--- src/rtl/core/bffa_pkg.sv ---
package bffa_pkg;

	localparam int MAP_BYTES_DEF = 4096;
	localparam int MAX_RUN_DEF   = 12;

	localparam int IDX_W     = 16;
	localparam int COUNT_MAX = 15;

	localparam logic [1:0] MODE_LOAD  = 2'd0;
	localparam logic [1:0] MODE_READ  = 2'd1;
	localparam logic [1:0] MODE_ALLOC = 2'd2;

	localparam logic [2:0] RES_GRANTED   = 3'd0;
	localparam logic [2:0] RES_READ      = 3'd1;
	localparam logic [2:0] RES_NO_SPACE  = 3'd2;
	localparam logic [2:0] RES_TOO_LARGE = 3'd3;
	localparam logic [2:0] RES_EMPTY     = 3'd4;

	localparam logic CFG_REGION_BLOCKS = 1'b0;
	localparam logic CFG_REGION_OFFSET = 1'b1;

	localparam logic [15:0] REGION_BLOCKS_RST = 16'd32768;

	typedef struct packed {
		logic [1:0]  mode;
		logic [11:0] byte_index;
		logic [7:0]  byte_value;
		logic [3:0]  request_count;
	} req_t;

	typedef struct packed {
		logic [31:0] block_number;
		logic [7:0]  read_byte;
		logic [2:0]  status;
		logic        last;
	} res_t;

	typedef struct packed {
		logic clear_en;
		logic load_en;
		logic read_issue;
		logic read_emit;
		logic imm_emit;
		logic scan_start;
		logic scan_step;
		logic nospace_emit;
		logic mark_rd;
		logic mark_wr;
	} cmd_t;

	typedef struct packed {
		logic clear_last;
		logic scan_hit;
		logic scan_full;
		logic scan_more;
		logic mark_last;
	} sts_t;

endpackage

--- src/rtl/core/bffa_ctrl.sv ---
module bffa_ctrl import bffa_pkg::*; #(
	parameter int MAX_RUN = MAX_RUN_DEF
) (
	input  logic clk,
	input  logic arst_n,
	input  logic start,
	input  req_t req,
	input  sts_t sts,
	output cmd_t cmd,
	output logic busy
);

	typedef enum logic [5:0] {
		S_CLEAR   = 6'b000001,
		S_IDLE    = 6'b000010,
		S_READ    = 6'b000100,
		S_SCAN    = 6'b001000,
		S_MARK_RD = 6'b010000,
		S_MARK_WR = 6'b100000
	} state_t;

	state_t state_q;
	state_t state_nx;

	always_ff @(posedge clk or negedge arst_n) begin
		if (!arst_n) begin
			state_q <= S_CLEAR;
		end else begin
			state_q <= state_nx;
		end
	end

	always_comb begin
		cmd      = '0;
		state_nx = state_q;
		case (state_q)
			S_CLEAR: begin
				cmd.clear_en = 1'b1;
				if (sts.clear_last) begin
					state_nx = S_IDLE;
				end
			end
			S_IDLE: begin
				if (start) begin
					case (req.mode)
						MODE_LOAD: begin
							cmd.load_en = 1'b1;
						end
						MODE_READ: begin
							cmd.read_issue = 1'b1;
							state_nx       = S_READ;
						end
						MODE_ALLOC: begin
							if (req.request_count == 4'd0 ||
							    32'(req.request_count) > 32'(MAX_RUN)) begin
								cmd.imm_emit = 1'b1;
							end else begin
								cmd.scan_start = 1'b1;
								state_nx       = S_SCAN;
							end
						end
						default: begin
						end
					endcase
				end
			end
			S_READ: begin
				cmd.read_emit = 1'b1;
				state_nx      = S_IDLE;
			end
			S_SCAN: begin
				cmd.scan_step = 1'b1;
				if (sts.scan_full) begin
					state_nx = S_MARK_RD;
				end else if (!sts.scan_hit && !sts.scan_more) begin
					cmd.nospace_emit = 1'b1;
					state_nx         = S_IDLE;
				end
			end
			S_MARK_RD: begin
				cmd.mark_rd = 1'b1;
				state_nx    = S_MARK_WR;
			end
			S_MARK_WR: begin
				cmd.mark_wr = 1'b1;
				state_nx    = sts.mark_last ? S_IDLE : S_MARK_RD;
			end
			default: begin
				state_nx = S_IDLE;
			end
		endcase
	end

	assign busy = (state_q != S_IDLE);

endmodule

--- config.mk ---
export PLATFORM = sky130hd
export DESIGN_NAME = bffa_ctrl
export DESIGN_NICKNAME = d
export VERILOG_FILES = /design/src/rtl/core/bffa_pkg.sv /design/src/rtl/core/bffa_ctrl.sv
export SDC_FILE = /design/constraint.sdc
export NUM_CORES = 1
export LEC_CHECK = 0
export ABC_AREA = 1
export BUFFER_PORTS_ARGS = -buffer_cell sky130_fd_sc_hd__buf_2
export CAP_MARGIN = 10
export CELL_PAD_IN_SITES_DETAIL_PLACEMENT = 1
export CELL_PAD_IN_SITES_GLOBAL_PLACEMENT = 1
export CORE_MARGIN = 3
export CORE_UTILIZATION = 24
export DETAILED_ROUTE_END_ITERATION = 8
export GPL_ROUTABILITY_DRIVEN = 0
export GPL_TIMING_DRIVEN = 0
export PLACE_DENSITY_LB_ADDON = 0.2
export REMOVE_ABC_BUFFERS = 1
export SYNTH_ARGS = -nofsm -noshare
export SYNTH_HDL_FRONTEND = slang
export SYNTH_SLANG_ARGS = --single-unit
--- constraint.sdc ---
create_clock -name clk -period 2.8 [get_ports clk]
set_input_delay 0.56 -clock clk [delete_from_list [all_inputs] [get_ports clk]]
set_output_delay 0.56 -clock clk [all_outputs]
set_load 0.01 [all_outputs]
Word-level counts from Yosys, hierarchy flattened
Index checks and enable logic that the tools add are counted.
Widths: inputs -> output; s select.
Storage, ports and cells
  logic and storage cells: 47
  bits in registers: 6
  bits of input ports: 34
  output and inout bits: 11
Cells by class
  $lt $le $gt $ge: 1
  reduce and logical (&&, ||, !) cells: 7
  mux-type cells: 24
  equal/unequal tests: 14
Operators with widths (number)
  $mux 6: 5
  $pmux 6 s5: 1
  $mux 2: 6
  $pmux 6 s2: 1
  $mux 1: 10
  $eq 6x1->1 const B: 1
  $eq 6x2->1 const B: 1
  $eq 6x3->1 const B: 1
  $eq 6x4->1 const B: 1
  $eq 6x5->1 const B: 1
  $eq 6x6->1 const B: 1
  $ne 3x3->1 const B: 2
  $ne 6x2->1 const B: 1
  $mux 5: 1
  $reduce_and 5->1: 1
  $gt 4x4->1 const B: 1
  $logic_not 4->1: 1
  $ne 2x2->1 const B: 2
  $ne 3x1->1 const B: 1
  $eq 2x1->1 const B: 1
  $eq 2x2->1 const B: 1
  $logic_not 1->1: 2
  $logic_not 2->1: 1
  $logic_and 1x1->1: 1
  $logic_or 1x1->1: 1

Longest topological paths before layout
Gate-level depths: netlist (run 1).
  depth in word-level cells: 6
  depth in mapped cells: 9

Least setup slack after synthesis (run 1)
Ideal clock, no wire load.
  path kind: input-to-output
  start point: input req[1] in the netlist's numbering
  end point: output cmd[4] in the netlist's numbering
  cell stages on the path: 4
  slack: 1033 ps
  path buffers: 0
  data required time: 2240 ps
  arrival: 1207 ps
  cells stage by stage: nor2_1 > o21ai_0 > or2_2 > nor2_1
RTL lines
  from (decl): RTL line bffa_ctrl.sv:7  | input req_t req,
  to (decl): RTL line bffa_ctrl.sv:9  | output cmd_t cmd,

==> impl_metrics.xml, run 1 <==
<?xml version="1.0" encoding="UTF-8"?>
<metrics>
  <group name="run_status">
    <metric name="status" unit="">complete, no violations</metric>
  </group>
  <group name="setup_path">
    <metric name="worst_r2r_path_depth" unit="">7</metric>
    <metric name="ff2ff_setup_slack" unit="ps">1450</metric>
    <metric name="cp.buffers_inverters" unit="">2</metric>
    <metric name="critical_path_peak_fanout" unit="">7</metric>
    <metric name="path_depth" unit="">6</metric>
    <metric name="worst_r2r_startpoint" unit="">state_q[0]</metric>
    <metric name="cp_cell_sequence" unit="">nor2_4 &gt; nand3_1 &gt; inv_1 &gt; nand2_1 &gt; nor3_1 &gt; buf_2</metric>
    <metric name="timing.critical_path.max_delay_family" unit="">simple AND/OR/NAND/NOR gates</metric>
    <metric name="cp-end-kind" unit="">primary output</metric>
    <metric name="critical_path_required" unit="ps">2240</metric>
    <metric name="timing.critical_path.slowest_stage_cell" unit="">dfrtp_1</metric>
    <metric name="worst_ep_arrival_time" unit="ps">1490</metric>
    <metric name="startpoint_type" unit="">flop</metric>
    <metric name="r2r-end" unit="">state_q[1]</metric>
    <metric name="crit_start" unit="">state_q[5]</metric>
    <metric name="timing.setup.critical_path_class" unit="">flop to primary output</metric>
    <metric name="critical_path.endpoint" unit="">cmd[2]</metric>
    <metric name="critPathMaxStageDelay" unit="ps">440</metric>
  </group>
  <group name="sta">
    <metric name="fin_skew" unit="ps">4.149</metric>
    <metric name="relSlewSlack" unit="%">82.75</metric>
    <metric name="slew_viol_final" unit="">0</metric>
    <metric name="worst_pin_slew" unit="ps">256.4</metric>
    <metric name="least_setup_slack_across_all_paths_after_layout" unit="ps">750.9</metric>
    <metric name="finalCriticalPeriod" unit="ps">2049</metric>
    <metric name="tns" unit="ps">0</metric>
    <metric name="finalHoldViolations" unit="">0</metric>
    <metric name="post-route-period-util" unit="%">73.18</metric>
    <metric name="setup_repair_after_global_routing_missed_its_margin" unit="">false</metric>
    <metric name="max_freq" unit="MHz">488.0</metric>
    <metric name="setup_violations" unit="">0</metric>
    <metric name="hold_slack" unit="ps">127.1</metric>
  </group>
  <group name="layout">
    <metric name="stdcell_count" unit="">136</metric>
    <metric name="antenna-diode-count" unit="">0</metric>
    <metric name="layout-drive-gt1-share" unit="%">35.78</metric>
    <metric name="max_flop_register" unit="">state_q</metric>
    <metric name="largest_register_ffs" unit="">6</metric>
    <metric name="reg_top3" unit="">state_q: 6 flops</metric>
    <metric name="areaGrowthSynthToFinish" unit="%">35.12</metric>
    <metric name="fin_nets" unit="">144</metric>
    <metric name="post-route-cell-area" unit="µm²">693.2</metric>
  </group>
  <group name="floorplanning">
    <metric name="core_area" unit="mm²">0.002002</metric>
    <metric name="rows" unit="">16</metric>
    <metric name="die_h" unit="µm">52.23</metric>
    <metric name="io_pins" unit="">45</metric>
    <metric name="start_util" unit="%">25.62</metric>
    <metric name="die-area" unit="mm²">0.002728</metric>
    <metric name="dieWidth" unit="µm">52.23</metric>
  </group>
  <group name="logic_synthesis">
    <metric name="synth.ff_latch_count" unit="">6</metric>
    <metric name="postSynthCellCount" unit="">81</metric>
    <metric name="combinational_family_with_the_most_area_after_synthesis" unit="">simple AND/OR/NAND/NOR gates</metric>
    <metric name="synthXorXnorAreaFrac" unit="%">0</metric>
    <metric name="post_synth_fa_ha_maj_area_fraction" unit="%">0</metric>
    <metric name="synth_compound_area_share" unit="%">5.122</metric>
    <metric name="synth_sequential_area_ratio" unit="%">29.51</metric>
    <metric name="synth_area" unit="µm²">513.0</metric>
    <metric name="avgSynthCellArea" unit="µm²">6.333</metric>
    <metric name="synthMuxAreaShare" unit="%">0</metric>
    <metric name="synth-simple-area-share" unit="%">54.39</metric>
    <metric name="synth_cell_types" unit="">18</metric>
    <metric name="synth_warnings" unit="">0</metric>
  </group>
  <group name="clocking">
    <metric name="htree_levels" unit="">1</metric>
    <metric name="post-cts-setup-buffer-count" unit="">0</metric>
    <metric name="post_cts.resized_instances" unit="">0</metric>
    <metric name="cts_tree" unit="">yes</metric>
    <metric name="max-clock-path-buffers" unit="">2</metric>
    <metric name="postCtsHoldBufs" unit="">0</metric>
    <metric name="clock_sinks" unit="">6</metric>
    <metric name="clk_pin_slew" unit="ps">50</metric>
    <metric name="ctsRootBufferMaster" unit="">clkbuf_4</metric>
    <metric name="total_clock_buffers_created_by_cts" unit="">3</metric>
    <metric name="clk-insertion-delay-late" unit="ps">240</metric>
  </group>
  <group name="grt">
    <metric name="grt_remaining_overflow" unit="">0</metric>
    <metric name="grt_pass1_vias" unit="">616</metric>
    <metric name="largest_net_degree_at_the_start_of_global_routing" unit="">8</metric>
    <metric name="antenna_violations_before_repair" unit="">0</metric>
    <metric name="first_pass_grt_wire_length" unit="µm">2484</metric>
    <metric name="grt_util_all_layers" unit="%">12.26</metric>
  </group>
  <group name="route">
    <metric name="vias_per_cell" unit="">4.338</metric>
    <metric name="vias" unit="">590</metric>
    <metric name="first_iter_violations" unit="">4</metric>
    <metric name="drt_wl_total" unit="µm">1432</metric>
    <metric name="detail_route.wl_per_cell" unit="µm">10.53</metric>
    <metric name="drt-pass1-iter-count" unit="">4</metric>
    <metric name="detail-route-antenna-nets" unit="">0</metric>
    <metric name="drcViolationCount" unit="">0</metric>
  </group>
  <group name="run">
    <metric name="maxCapViolCount" unit="">0</metric>
  </group>
  <group name="placement">
    <metric name="place.detailed.instances" unit="">132</metric>
    <metric name="placed_cell_area" unit="µm²">666.9</metric>
    <metric name="place_ws" unit="ps">812.0</metric>
    <metric name="dp_hpwl" unit="µm">1282</metric>
    <metric name="io_buffers" unit="">24</metric>
  </group>
  <group name="power">
    <metric name="internal_power" unit="µW">226.9</metric>
    <metric name="share_seq_of_total_power" unit="%">28.7</metric>
    <metric name="power_frac_clock" unit="%">21.3</metric>
    <metric name="netSwitchingFraction" unit="%">43.80</metric>
    <metric name="ir_worst_vdd" unit="µV">174.7</metric>
    <metric name="static-leakage-power" unit="nW">0.4126</metric>
    <metric name="power_per_cell_area" unit="mW/mm²">582.3</metric>
    <metric name="total_switching_power" unit="µW">176.8</metric>
    <metric name="pwr-share-comb" unit="%">50.1</metric>
  </group>
  <group name="worst_hold_path">
    <metric name="hold_class" unit="">input port to asynchronous set/reset pin</metric>
  </group>
</metrics>
-- cell families (layout without fill, tap and decap cells) --
kind of cell	Yosys count	after routing
AOI/OAI and AO/OA	5	5
buffers and inverters	15	43
DFF	6	6
and+or+nand+nor	55	55
-- routing by layer --
| layer | routed length (µm) | GRT usage (%) | share of wire, % | up-vias |
|---|---|---|---|---|
| met5 | 0 | 0 | 0 | - |
| met4 | 29 | 6.383 | 2.0 | 0 |
| met3 | 75 | 1.709 | 5.2 | 4 |
| met2 | 691 | 20.29 | 48 | 19 |
| met1 | 635 | 15.33 | 44 | 258 |
| li1 | - | - | - | 309 |
-- final cells by class --
class,count,area [µm²]
fillers,280,1309
multi-input cells,60,305.3
well taps,27,33.78
clock buffers,4,26.28
inverters,15,56.30
repair buffers,24,120.1
flip-flops and latches,6,151.4
-- synthesized netlist by cell type --
library cell | instances | area share [%]
nand3_2 | 1 | 2.0
nor4_1 | 2 | 2.4
dfrtp_1 | 5 | 24
nand3_1 | 5 | 4.9
o21ai_1 | 1 | 0.97
nand2_2 | 2 | 2.4
inv_2 | 1 | 0.73
dfstp_2 | 1 | 5.1
nor3_2 | 1 | 2.0
nand4_1 | 2 | 2.4
nor3_1 | 3 | 2.9
nor2_4 | 4 | 8.8
o21ai_0 | 3 | 2.9
nor2_1 | 17 | 12
inv_1 | 14 | 10
or2_2 | 2 | 2.4
nand2_1 | 16 | 12
o22ai_1 | 1 | 1.2
-- how the worst min path moves through the flow --
stage / from / to
6_report: arst_n / state_q[5]
2_1_floorplan: arst_n / state_q[1]
3_3_place_gp: arst_n / state_q[5]
4_1_cts: arst_n / state_q[5]
3_5_place_dp: arst_n / state_q[4]
5_1_grt: arst_n / state_q[5]
-- power by group through the flow --
| stage | Combinational (mW) | Clock [mW] | Sequential (mW) |
|---|---|---|---|
| finish | 0.202 | 0.0859 | 0.116 |
| global placement | 0.201 | 0 | 0.117 |
| global route | 0.237 | 0.0956 | 0.118 |
| detailed placement | 0.208 | 0 | 0.118 |
| CTS | 0.208 | 0.0897 | 0.116 |
| floorplan | 0.149 | 0 | 0.113 |
-- cell usage in the layout, fill, tap and decap left out --
| cell type | instances |
|---|---|
| inv_1 | 14 |
| nand2_1 | 16 |
| nand4_1 | 2 |
| nand3_1 | 5 |
| o21ai_1 | 1 |
| clkbuf_4 | 3 |
| clkbuf_1 | 1 |
| inv_2 | 1 |
| dfrtp_1 | 5 |
| nor2_4 | 4 |
| o22ai_1 | 1 |
| nor3_1 | 3 |
| buf_2 | 24 |
| o21ai_0 | 3 |
| nor3_2 | 1 |
| nand2_2 | 2 |
| nor2_1 | 17 |
| nor4_1 | 2 |
| nand3_2 | 1 |
| dfstp_2 | 1 |
| or2_2 | 2 |
-- through the flow --
step	total power, mW	utilization, %
floorplan	0.2612	-
global placement	0.3181	33.31
detailed placement	0.3252	33.31
CTS	0.4136	34.63
global route	0.4499	34.63
finish	0.4036	34.63
Power figures use the tool's default switching activity.
==> inputs of run 2 (changes only) <==
--- a/config.mk
+++ b/config.mk
@@ -5,13 +5,13 @@
 export SDC_FILE = /design/constraint.sdc
 export NUM_CORES = 1
 export LEC_CHECK = 0
-export ABC_AREA = 1
+export ABC_AREA = 0
 export BUFFER_PORTS_ARGS = -buffer_cell sky130_fd_sc_hd__buf_2
 export CAP_MARGIN = 10
 export CELL_PAD_IN_SITES_DETAIL_PLACEMENT = 1
 export CELL_PAD_IN_SITES_GLOBAL_PLACEMENT = 1
 export CORE_MARGIN = 3
-export CORE_UTILIZATION = 24
+export CORE_UTILIZATION = 23
 export DETAILED_ROUTE_END_ITERATION = 8
 export GPL_ROUTABILITY_DRIVEN = 0
 export GPL_TIMING_DRIVEN = 0
==> constraint.sdc (replaced) <==
create_clock -name clk -period 1.9 [get_ports clk]
set_input_delay 0.38 -clock clk [delete_from_list [all_inputs] [get_ports clk]]
set_output_delay 0.38 -clock clk [all_outputs]
set_load 0.01 [all_outputs]
==> run 2 against run 1 <==
- critical endpoint is now cmd[5]
- synthesized cell count decreased by 42%
- core utilization grew 17 points
- first-iteration DRC count increased by 25%
- sequential share of layout area decreased by 5.4 points
- combinational power grew to 2.9 times the previous value
- worst setup slack worse by 1100 ps
- the run now ends with negative setup slack left
- largest power group unchanged
- via count is 0.85% higher
- worst hold slack better by 140 ps
- clock-buffer cell count unchanged
- flip-flop and latch count unchanged
- non-clock buffer count up 17
==> impl_metrics.xml, run 2 <==
<?xml version="1.0" encoding="UTF-8"?>
<metrics>
  <group name="run_status">
    <metric name="status" unit="">complete, but fails checks</metric>
    <metric name="failed_checks" unit="">negative setup slack</metric>
  </group>
  <group name="floorplanning">
    <metric name="dieWidth" unit="µm">50.74</metric>
    <metric name="die-area" unit="mm²">0.002575</metric>
    <metric name="core_area" unit="mm²">0.001802</metric>
    <metric name="rows" unit="">15</metric>
    <metric name="start_util" unit="%">25.56</metric>
    <metric name="die_h" unit="µm">50.74</metric>
    <metric name="io_pins" unit="">45</metric>
  </group>
  <group name="logic_synthesis">
    <metric name="synth.top_cell.area_share" unit="%">27.17</metric>
    <metric name="synth_top_area_cell" unit="">dfrtp_1</metric>
    <metric name="postSynthCellCount" unit="">47</metric>
    <metric name="synth_cell_types" unit="">24</metric>
    <metric name="postSynth.asyncResetShare" unit="%">100.0</metric>
    <metric name="synth_warnings" unit="">0</metric>
    <metric name="ys.flop_type" unit="">dfrtp_1</metric>
    <metric name="synth_most_common_cell" unit="">nor3b_1</metric>
    <metric name="netlist_top_cells_area" unit="">dfrtp_1 27%, nor3b_1 9.8%, or4_4 7.3%</metric>
    <metric name="synth_sequential_area_ratio" unit="%">32.88</metric>
    <metric name="synth_enable_flop_cells" unit="">0</metric>
    <metric name="synth_common_cells" unit="">6 x nor3b_1, 5 x dfrtp_1, 4 x nor3_1</metric>
    <metric name="synth.ff_latch_count" unit="">6</metric>
    <metric name="avgSynthCellArea" unit="µm²">9.797</metric>
    <metric name="synth_area" unit="µm²">460.4</metric>
  </group>
  <group name="route">
    <metric name="detail_route.wl_per_cell" unit="µm">15.87</metric>
    <metric name="drt-pass1-iter-count" unit="">4</metric>
    <metric name="vias_per_cell" unit="">5.129</metric>
    <metric name="first_iter_violations" unit="">5</metric>
    <metric name="drcViolationCount" unit="">0</metric>
    <metric name="detail-route-antenna-nets" unit="">0</metric>
    <metric name="vias" unit="">595</metric>
    <metric name="drt_wl_total" unit="µm">1841</metric>
  </group>
  <group name="clocking">
    <metric name="clock_sinks" unit="">6</metric>
    <metric name="max-clock-path-buffers" unit="">2</metric>
    <metric name="clk-insertion-delay-late" unit="ps">260</metric>
    <metric name="cts_tree" unit="">yes</metric>
    <metric name="htree_levels" unit="">1</metric>
    <metric name="total_clock_buffers_created_by_cts" unit="">3</metric>
    <metric name="clk_pin_slew" unit="ps">50</metric>
    <metric name="ctsRootBufferMaster" unit="">clkbuf_4</metric>
  </group>
  <group name="setup_path">
    <metric name="ff2ff_setup_slack" unit="ps">-160</metric>
    <metric name="timing.critical_path.slowest_stage_cell" unit="">or4_4</metric>
    <metric name="r2r-end" unit="">state_q[1]</metric>
    <metric name="critical_path_required" unit="ps">1520</metric>
    <metric name="worst_ep_arrival_time" unit="ps">1850</metric>
    <metric name="worst_r2r_path_depth" unit="">6</metric>
    <metric name="critPathMaxStageDelay" unit="ps">470</metric>
    <metric name="worst_r2r_startpoint" unit="">state_q[1]</metric>
    <metric name="cp_cell_sequence" unit="">buf_4 &gt; or4_4 &gt; a2111oi_4 &gt; and2_1 &gt; buf_2</metric>
    <metric name="critical_path_peak_fanout" unit="">5</metric>
    <metric name="timing.setup.critical_path_class" unit="">flop to primary output</metric>
    <metric name="cp-end-kind" unit="">primary output</metric>
    <metric name="startpoint_type" unit="">flop</metric>
  </group>
  <group name="worst_hold_path">
    <metric name="hold_class" unit="">input port to flop</metric>
    <metric name="hold-path-endpoint" unit="">state_q[0]</metric>
    <metric name="hold-path-cell-count" unit="">2</metric>
    <metric name="worstHoldStart" unit="">sts[4]</metric>
  </group>
  <group name="sta">
    <metric name="setup_violations" unit="">13</metric>
    <metric name="max_freq" unit="MHz">448.9</metric>
    <metric name="worst_pin_slew" unit="ps">332.0</metric>
    <metric name="hold_slack" unit="ps">269.5</metric>
    <metric name="post-route-period-util" unit="%">117.3</metric>
    <metric name="finalCriticalPeriod" unit="ps">2228</metric>
    <metric name="finalHoldViolations" unit="">0</metric>
    <metric name="fin_skew" unit="ps">3.924</metric>
    <metric name="least_setup_slack_across_all_paths_after_layout" unit="ps">-327.9</metric>
    <metric name="relSlewSlack" unit="%">77.77</metric>
    <metric name="setup_repair_after_global_routing_missed_its_margin" unit="">true</metric>
    <metric name="slew_viol_final" unit="">0</metric>
  </group>
  <group name="grt">
    <metric name="antenna_violations_before_repair" unit="">0</metric>
    <metric name="grt_util_all_layers" unit="%">13.68</metric>
    <metric name="grt_remaining_overflow" unit="">0</metric>
    <metric name="largest_net_degree_at_the_start_of_global_routing" unit="">7</metric>
    <metric name="first_pass_grt_wire_length" unit="µm">2608</metric>
    <metric name="grt_pass1_vias" unit="">587</metric>
  </group>
  <group name="power">
    <metric name="static-leakage-power" unit="nW">0.4074</metric>
    <metric name="ir_worst_vdd" unit="µV">387.9</metric>
    <metric name="power_per_cell_area" unit="mW/mm²">952.3</metric>
    <metric name="total_power" unit="µW">884.1</metric>
  </group>
  <group name="layout">
    <metric name="finish.utilization" unit="%">51.53</metric>
    <metric name="layout.cells.most_common" unit="">buf_2</metric>
    <metric name="layout-drive-gt1-share" unit="%">76.92</metric>
    <metric name="largest_register_ffs" unit="">6</metric>
    <metric name="reg_top3" unit="">state_q: 6 flops</metric>
    <metric name="fin_nets" unit="">126</metric>
    <metric name="areaGrowthSynthToFinish" unit="%">101.6</metric>
    <metric name="final_cell_mix" unit="">23 x buf_2, 12 x buf_4, 5 x buf_6</metric>
    <metric name="max_flop_register" unit="">state_q</metric>
    <metric name="stdcell_count" unit="">116</metric>
    <metric name="antenna-diode-count" unit="">0</metric>
  </group>
  <group name="placement">
    <metric name="place_ws" unit="ps">-243.2</metric>
    <metric name="dp_hpwl" unit="µm">1028</metric>
    <metric name="io_buffers" unit="">24</metric>
    <metric name="place.detailed.instances" unit="">95</metric>
  </group>
  <group name="run">
    <metric name="maxCapViolCount" unit="">0</metric>
  </group>
</metrics>
[run 2: power by group]
part | internal [mW] | leakage [nW] | switching [mW]
logic | 0.298 | 0.316 | 0.284
registers | 0.147 | 0.0762 | 0.0125
clock network | 0.0806 | 0.0150 | 0.0622
[run 2: routing by layer]
layer / GRT usage, % / share of wire, %
met3: 5.045 / 4.6
met2: 22.61 / 50
met5: 0 / 0
met4: 5.381 / 4.7
met1: 15.91 / 41
[run 2: cells by family (layout without fill, tap and decap cells)]
logic type	Yosys count	after routing	synth area share, %
compound gates	7	7	13.59
simple gates	28	28	43.48
flops	6	6	32.88
xor+xnor	1	1	1.903
buf+inv	4	48	4.891
mux	1	1	3.260
[run 2: how the worst max path moves through the flow]
stage | slack [ps] | to | from
floorplan | -140 | cmd[2] | state_q[1]
global placement | -230 | cmd[2] | state_q[1]
detailed placement | -240 | cmd[2] | state_q[1]
CTS | -330 | cmd[2] | state_q[1]
global route | -410 | cmd[5] | state_q[4]
finish | -330 | cmd[5] | state_q[4]
[run 2: repair_timing]
action                                  4_1_cts  5_1_grt
gates resized for setup                      21       12
pin swaps                                     7        3
endpoints found under the hold margin         5        0
hold buffers                                  1        0
setup buffers                                11        6
endpoints found under the setup margin       12       13
[run 2: stage by stage]
| stage | setup TNS, ps | cell area, µm² |
|---|---|---|
| 3_5_place_dp | -918.5 | 600.6 |
| 2_1_floorplan | -265.2 | 449.2 |
| 6_report | -3088 | 928.4 |
| 3_3_place_gp | -894.6 | 600.6 |
| 5_1_grt | -3943 | 928.4 |
| 4_1_cts | -2370 | 817.0 |
[run 2: critical path: cells and delay by family (launching register included)]
family | cells | cell delay [ps]
buf+inv | 2 | 300
simple gates | 2 | 660
flops | 1 | 390
compound gates | 1 | 230
[run 2: cell type report]
type,count,area (µm²)
well taps,25,31.28
fillers,208,873.3
flip-flops and latches,6,152.6
inverters,3,11.26
repair buffers,41,271.5
clock buffers,4,26.28
multi-input cells,37,435.4
